$ cat src/sv/assert_macros.svh
// Shared assertion macros for the scheduler RTL.
`ifndef ASSERT_MACROS_SVH
`define ASSERT_MACROS_SVH

// Implication checked on every rising clock edge outside reset.
`define ASSERT_CLK(label, prop, msg) \
    label: assert property (@(posedge clk) disable iff (!rst_n) prop) else $error(msg);

// Condition that must never be seen outside reset.
`define ASSERT_NEVER(label, cond, msg) \
    label: assert property (@(posedge clk) disable iff (!rst_n) !(cond)) else $error(msg);

`endif

$ cat src/sv/tsms_pkg.sv
package tsms_pkg;

    localparam int PORTS       = 4;
    localparam int QUEUE_DEPTH = 16;
    localparam int POS_BITS    = 11;

    localparam int PORT_W    = 2;
    localparam int PCT_W     = 7;
    localparam int TIME_W    = 32;
    localparam int KIND_W    = 2;
    localparam int CNT_W     = 30;
    localparam int CFG_IDX_W = 3;
    localparam int CFG_W     = 11;

    localparam int SLOT_W = $clog2(QUEUE_DEPTH);
    localparam int FILL_W = $clog2(QUEUE_DEPTH + 1);
    localparam int ADDR_W = $clog2(PORTS * QUEUE_DEPTH);

    // percent-to-target arithmetic: floor(num / 100) by reciprocal plus one fix-up
    localparam int NUM_W       = POS_BITS + 9;
    localparam int MAG_W       = NUM_W - 1;
    localparam int RECIP_SHIFT = 26;
    localparam int RECIP_W     = 20;
    localparam logic [RECIP_W-1:0] RECIP = RECIP_W'((64'd1 << RECIP_SHIFT) / 64'd100);
    localparam int MULK_W      = MAG_W + RECIP_W;

    // interpolation: elapsed * |diff| divided by the duration
    localparam int PROD_W = TIME_W + POS_BITS;
    localparam int DIVC_W = $clog2(PROD_W + 1);

    localparam logic [POS_BITS-1:0] POS_MAX = '1;

    localparam logic [KIND_W-1:0] KIND_ACCEPT   = 2'd0;
    localparam logic [KIND_W-1:0] KIND_POSITION = 2'd1;
    localparam logic [KIND_W-1:0] KIND_FULL     = 2'd2;

    localparam logic OP_ENQUEUE = 1'b0;
    localparam logic OP_TICK    = 1'b1;

    typedef enum logic [1:0] {
        OSEL_ACCEPT,
        OSEL_FULL,
        OSEL_PEND,
        OSEL_INTERP
    } osel_t;

    typedef struct packed {
        logic [TIME_W-1:0]   start;
        logic [TIME_W-1:0]   dur;
        logic [POS_BITS-1:0] target;
        logic [POS_BITS-1:0] origin;
        logic                captured;
    } entry_t;

    typedef struct packed {
        logic  capture;
        logic  ins_init;
        logic  rd_ins;
        logic  rd_head;
        logic  ins_shift;
        logic  ins_place;
        logic  drop;
        logic  cap_wb;
        logic  mul_go;
        logic  div_start;
        logic  load_out;
        osel_t osel;
        logic  out_last;
        logic  pend_clr;
    } cmd_t;

    typedef struct packed {
        logic is_tick;
        logic port_ok;
        logic full;
        logic k_zero;
        logic later;
        logic fill_zero;
        logic not_started;
        logic finished;
        logic div_done;
        logic out_free;
        logic pend_vld;
    } sts_t;

endpackage

$ cat src/sv/tsms_ctrl.sv
module tsms_ctrl (
    input  logic             clk,
    input  logic             rst_n,
    input  logic             in_valid,
    output logic             in_stall,
    input  tsms_pkg::sts_t   sts,
    output tsms_pkg::cmd_t   cmd
);

    typedef enum logic [13:0] {
        ST_IDLE      = 14'b00000000000001,
        ST_DECODE    = 14'b00000000000010,
        ST_FULL_OUT  = 14'b00000000000100,
        ST_ENQ_T1    = 14'b00000000001000,
        ST_ENQ_T2    = 14'b00000000010000,
        ST_ENQ_T3    = 14'b00000000100000,
        ST_INS_CHK   = 14'b00000001000000,
        ST_INS_CMP   = 14'b00000010000000,
        ST_INS_PLACE = 14'b00000100000000,
        ST_TCK_CHK   = 14'b00001000000000,
        ST_TCK_EVAL  = 14'b00010000000000,
        ST_TCK_DVS   = 14'b00100000000000,
        ST_TCK_DIV   = 14'b01000000000000,
        ST_TCK_OUT   = 14'b10000000000000
    } state_t;

    state_t state_reg;
    state_t state_next;

    always_ff @(posedge clk or negedge rst_n)
    begin
        if (!rst_n)
        begin
            state_reg <= ST_IDLE;
        end
        else
        begin
            state_reg <= state_next;
        end
    end

    assign in_stall = (state_reg != ST_IDLE);

    always_comb
    begin
        cmd        = '0;
        cmd.osel   = tsms_pkg::OSEL_ACCEPT;
        state_next = state_reg;
        unique case (state_reg)
            ST_IDLE:
            begin
                if (in_valid)
                begin
                    cmd.capture = 1'b1;
                    state_next  = ST_DECODE;
                end
            end
            ST_DECODE:
            begin
                cmd.ins_init = 1'b1;
                if (sts.is_tick)
                begin
                    state_next = sts.port_ok ? ST_TCK_CHK : ST_IDLE;
                end
                else if (!sts.port_ok || sts.full)
                begin
                    state_next = ST_FULL_OUT;
                end
                else
                begin
                    state_next = ST_ENQ_T1;
                end
            end
            ST_FULL_OUT:
            begin
                if (sts.out_free)
                begin
                    cmd.load_out = 1'b1;
                    cmd.osel     = tsms_pkg::OSEL_FULL;
                    state_next   = ST_IDLE;
                end
            end
            ST_ENQ_T1:
            begin
                state_next = ST_ENQ_T2;
            end
            ST_ENQ_T2:
            begin
                state_next = ST_ENQ_T3;
            end
            ST_ENQ_T3:
            begin
                state_next = ST_INS_CHK;
            end
            ST_INS_CHK:
            begin
                if (sts.k_zero)
                begin
                    state_next = ST_INS_PLACE;
                end
                else
                begin
                    cmd.rd_ins = 1'b1;
                    state_next = ST_INS_CMP;
                end
            end
            ST_INS_CMP:
            begin
                if (sts.later)
                begin
                    cmd.ins_shift = 1'b1;
                    state_next    = ST_INS_CHK;
                end
                else
                begin
                    state_next = ST_INS_PLACE;
                end
            end
            ST_INS_PLACE:
            begin
                if (sts.out_free)
                begin
                    cmd.ins_place = 1'b1;
                    cmd.load_out  = 1'b1;
                    cmd.osel      = tsms_pkg::OSEL_ACCEPT;
                    state_next    = ST_IDLE;
                end
            end
            ST_TCK_CHK:
            begin
                if (!sts.fill_zero)
                begin
                    cmd.rd_head = 1'b1;
                    state_next  = ST_TCK_EVAL;
                end
                else if (!sts.pend_vld)
                begin
                    state_next = ST_IDLE;
                end
                else if (sts.out_free)
                begin
                    cmd.load_out = 1'b1;
                    cmd.osel     = tsms_pkg::OSEL_PEND;
                    cmd.out_last = 1'b1;
                    cmd.pend_clr = 1'b1;
                    state_next   = ST_IDLE;
                end
            end
            ST_TCK_EVAL:
            begin
                if (sts.pend_vld)
                begin
                    if (sts.out_free)
                    begin
                        cmd.load_out = 1'b1;
                        cmd.osel     = tsms_pkg::OSEL_PEND;
                        cmd.out_last = sts.not_started;
                        cmd.pend_clr = 1'b1;
                        if (sts.not_started)
                        begin
                            state_next = ST_IDLE;
                        end
                    end
                end
                else if (sts.not_started)
                begin
                    state_next = ST_IDLE;
                end
                else if (sts.finished)
                begin
                    cmd.drop   = 1'b1;
                    state_next = ST_TCK_CHK;
                end
                else
                begin
                    cmd.cap_wb = 1'b1;
                    cmd.mul_go = 1'b1;
                    state_next = ST_TCK_DVS;
                end
            end
            ST_TCK_DVS:
            begin
                cmd.div_start = 1'b1;
                state_next    = ST_TCK_DIV;
            end
            ST_TCK_DIV:
            begin
                if (sts.div_done)
                begin
                    state_next = ST_TCK_OUT;
                end
            end
            ST_TCK_OUT:
            begin
                if (sts.out_free)
                begin
                    cmd.load_out = 1'b1;
                    cmd.osel     = tsms_pkg::OSEL_INTERP;
                    cmd.out_last = 1'b1;
                    state_next   = ST_IDLE;
                end
            end
            default:
            begin
                state_next = ST_IDLE;
            end
        endcase
    end

endmodule

$ cat config.mk
export PLATFORM = sky130hd
export DESIGN_NAME = tsms_ctrl
export DESIGN_NICKNAME = d
export VERILOG_FILES = /design/src/sv/assert_macros.svh /design/src/sv/tsms_pkg.sv /design/src/sv/tsms_ctrl.sv
export SDC_FILE = /design/constraint.sdc
export NUM_CORES = 1
export LEC_CHECK = 0
export BUFFER_PORTS_ARGS = -buffer_cell sky130_fd_sc_hd__buf_2
export CORE_MARGIN = 10
export CORE_UTILIZATION = 45
export DETAILED_ROUTE_END_ITERATION = 16
export PLACE_DENSITY = 0.7
export SLEW_MARGIN = 20
export SYNTH_ARGS = -nofsm -noshare
export SYNTH_HDL_FRONTEND = slang
export SYNTH_SLANG_ARGS = --single-unit
$ cat constraint.sdc
create_clock -name clk -period 2.15 [get_ports clk]
set_clock_uncertainty 0.15 [all_clocks]
set_input_delay 0.215 -clock clk [delete_from_list [all_inputs] [get_ports clk]]
set_output_delay 0.215 -clock clk [all_outputs]
set_load 0.005 [all_outputs]
==> impl_metrics.json <==
{
  "dpl_worst_slack_ns": 0.0325,
  "violations": "negative setup slack",
  "fmax_ghz": 0.413,
  "slowest_stage": "nor4_1",
  "drv_cap": 0,
  "worst_setup_path_start_kind": "register",
  "wl_per_cell_um": 19.4,
  "vias": 1487,
  "chipHeight_um": 71.0,
  "reg2reg_depth": 6,
  "fin_nets": 221,
  "ys_warn_count": 0,
  "cp_num_cells": 7,
  "start_util_pct": 47.2,
  "drt_iter0_markers": 189,
  "antenna_found_initial": 0,
  "synth_seq_cells": 14,
  "synth_cells": 137,
  "synthXorXnorAreaFrac_pct": 3.74,
  "synthToLayoutAreaGrowth_pct": 51.7,
  "clk_pin_slew_worst_paths_ns": 0.09,
  "synth_area_sq_mm": 0.00117,
  "n_antenna_cell": 0,
  "largest_reg_flops": 14,
  "arrival_ns": 2.06,
  "swShare_pct": 38.7,
  "critPathTopFamily": "simple AND/OR/NAND/NOR gates",
  "fin_ws_ns": -0.272,
  "synth.avg_cell_area_sq_um": 8.54,
  "synth_seq_area_share_pct": 30.1,
  "path_common_cell": "nor2_1",
  "routed_wl_mm": 4.58,
  "post-route-period-util_pct": 113,
  "dr.pass1.iters": 6,
  "dp_hpwl_mm": 2.94,
  "clock_latency_ns": 0.28,
  "numCtsBuffers": 3,
  "pwr-share-comb_pct": 55.0,
  "hold_path_class": "in2reg",
  "clockPowerShare_pct": 16.7,
  "grt_pass1_vias": 1367,
  "worstMarginPinSlew_ns": 0.591,
  "power.switching_w": 0.000458,
  "synthFlopType": "dfrtp_1",
  "synth_edf_count": 0,
  "pwr-share-seq_pct": 28.3,
  "hold_viol_final": 0,
  "synth_compound_area_share_pct": 16.9,
  "powerDensity_mw_per_mm2": 668,
  "io_pins": 30,
  "grt_overflow": 0,
  "vdd_ir_drop_max_v": 0.000843,
  "relSlewSlack_pct": 60.3,
  "yosysUniqueCellTypes": 46,
  "grt_pass1_wl_mm": 6.74,
  "grt_usage_pct": 16.0,
  "rows": 18,
  "fill_cells": 184,
  "end_kind": "output port",
  "drc": 0,
  "cts-root-buf": "clkbuf_4",
  "cts_max_level": 1,
  "report.final.slew_viol_count": 0,
  "synthArstFlopShare_pct": 100,
  "hold_ws_ns": 0.0672,
  "port_buffers": 29,
  "gp_congestion": 0.995,
  "path_max_fanout": 2,
  "grt_setup_unrepaired": "yes",
  "die_x_um": 71.0,
  "synth_top_family_by_area": "simple AND/OR/NAND/NOR gates",
  "grt_max_degree": 15,
  "coreArea_sq_mm": 0.00248,
  "yosys.area_share.simple_pct": 41.9,
  "period_needed_ns": 2.42,
  "ant_nets": 0,
  "max_stage_delay_ns": 0.55,
  "final_layout_size_suffix_gt1_share_pct": 49.0,
  "die-area_sq_mm": 0.00504,
  "min_path_cells": 3,
  "syn_nets": 151,
  "path_cells": "buf_4, nor4_1, nand3_1, nor2_1, nor2_1, nand2_1, buf_2",
  "synthAdderAreaFrac_pct": 0,
  "register_area_sq_um": 354,
  "cts_sinks": 14,
  "cts_tree": "built",
  "path_class": "reg2out",
  "finalSetupViolCount": 21,
  "cts.path.max_buffers": 2,
  "muxShareOfSynthArea_pct": 0,
  "cp.buffers_inverters": 2,
  "multiInputGateArea_sq_um": 817,
  "p_leak_nw": 0.915,
  "p_int_w": 0.000726,
  "viasPerCell": 6.30,
  "required_ns": 1.78,
  "outcome": "finished, violations left"
}
## layout by cell type, fill, tap and decap left out, types with 3 or more instances in the layout
| master | count |
|---|---|
| dlygate4sd3_1 | 4 |
| nor3_1 | 5 |
| clkbuf_4 | 3 |
| xor2_1 | 4 |
| inv_1 | 7 |
| nand3_2 | 3 |
| o21ai_0 | 7 |
| nor4_1 | 7 |
| nand2_1 | 7 |
| nor4_4 | 4 |
| o2111ai_1 | 3 |
| dfrtp_1 | 11 |
| buf_4 | 41 |
| nand3_1 | 3 |
| nor3b_1 | 4 |
| buf_2 | 28 |
| a21oi_1 | 4 |
| nor2_1 | 15 |
## layer usage
metal | vias up | share of wire, % | GRT usage, % | routed length (um)
met2 | 126 | 48 | 27.9 | 2200
li1 | 645 | - | - | -
met1 | 684 | 36 | 19.1 | 1640
met5 | - | 0 | 0 | 0
met3 | 32 | 9.7 | 3.63 | 443
met4 | 0 | 6.2 | 4.52 | 286
## worst paths after layout
| path | start | endpoint | slack, ns |
|---|---|---|---|
| worst min register to register | state_reg[0] | state_reg[1] | 0.44 |
| min in group asynchronous | rst_n | state_reg[4] | 0.21 |
| max in group asynchronous | rst_n | state_reg[0] | 1.35 |
| worst max register to register | state_reg[1] | state_reg[0] | -0.21 |
| worst min-delay path | sts[8] | state_reg[3] | 0.07 |
| worst max-delay path | state_reg[1] | cmd[4] | -0.27 |
## metrics by stage
stage	TNS (ns)	power [W]	utilization, %	area (sq um)	std cells
after global placement	0	0.000709	57.8	1430	205
after floorplan	0	0.000605	-	1170	137
after detailed placement	0	0.000714	57.8	1430	205
after global routing	-5.01	0.00124	71.6	1770	236
final	-3.43	0.00118	71.6	1770	236
after CTS	-1.41	0.00101	66.5	1650	225
## what timing repair did
action / CTS / global route
pin swaps: 10 / 8
gates resized for setup: 11 / 10
setup buffers: 12 / 11
hold buffers: 4 / 0
endpoints found under the hold margin: 17 / 0
endpoints found under the setup margin: 11 / 21
## power by group through the flow
stage	clock, W	combinational [W]	sequential [W]
4_1_cts	0.000195	0.000478	0.000332
2_1_floorplan	0	0.000289	0.000316
5_1_grt	0.000212	0.000690	0.000336
6_report	0.000198	0.000652	0.000335
3_5_place_dp	0	0.000377	0.000337
3_3_place_gp	0	0.000373	0.000336
## synthesized netlist by cell type, types with 4 or more instances
master,number,area share (%)
a21oi_1,4,1.7
dfrtp_1,13,28
inv_1,8,2.6
nand2_1,8,2.6
nand3_1,5,2.1
nor2_1,17,5.5
nor3_1,7,3.0
nor3b_1,4,2.6
nor4_1,8,4.3
o21ai_0,7,3.0
xor2_1,4,3.0
## worst min-delay path, delay by kind of cell
kind                   cells  cell delay [ns]
buffers and inverters      1             0.08
AND/OR/NAND/NOR            2             0.17
## cell families (layout without fill, tap and decap cells)
logic type / count (synthesis) / after routing
buffers and inverters: 17 / 86
AND/OR/NAND/NOR: 74 / 74
flip-flops: 14 / 14
AO/OA/AOI/OAI: 27 / 27
XOR/XNOR: 5 / 5
## layout make-up
type                            instances  area share [%]
Multi-Input combinational cell        106            46.1
Timing Repair Buffer                   74            28.1
Sequential cell                        14            20.0
Tap cell                               30            2.12
Clock buffer                            4            2.05
Inverter                                8            1.69
(Power assumes the default switching activity.)
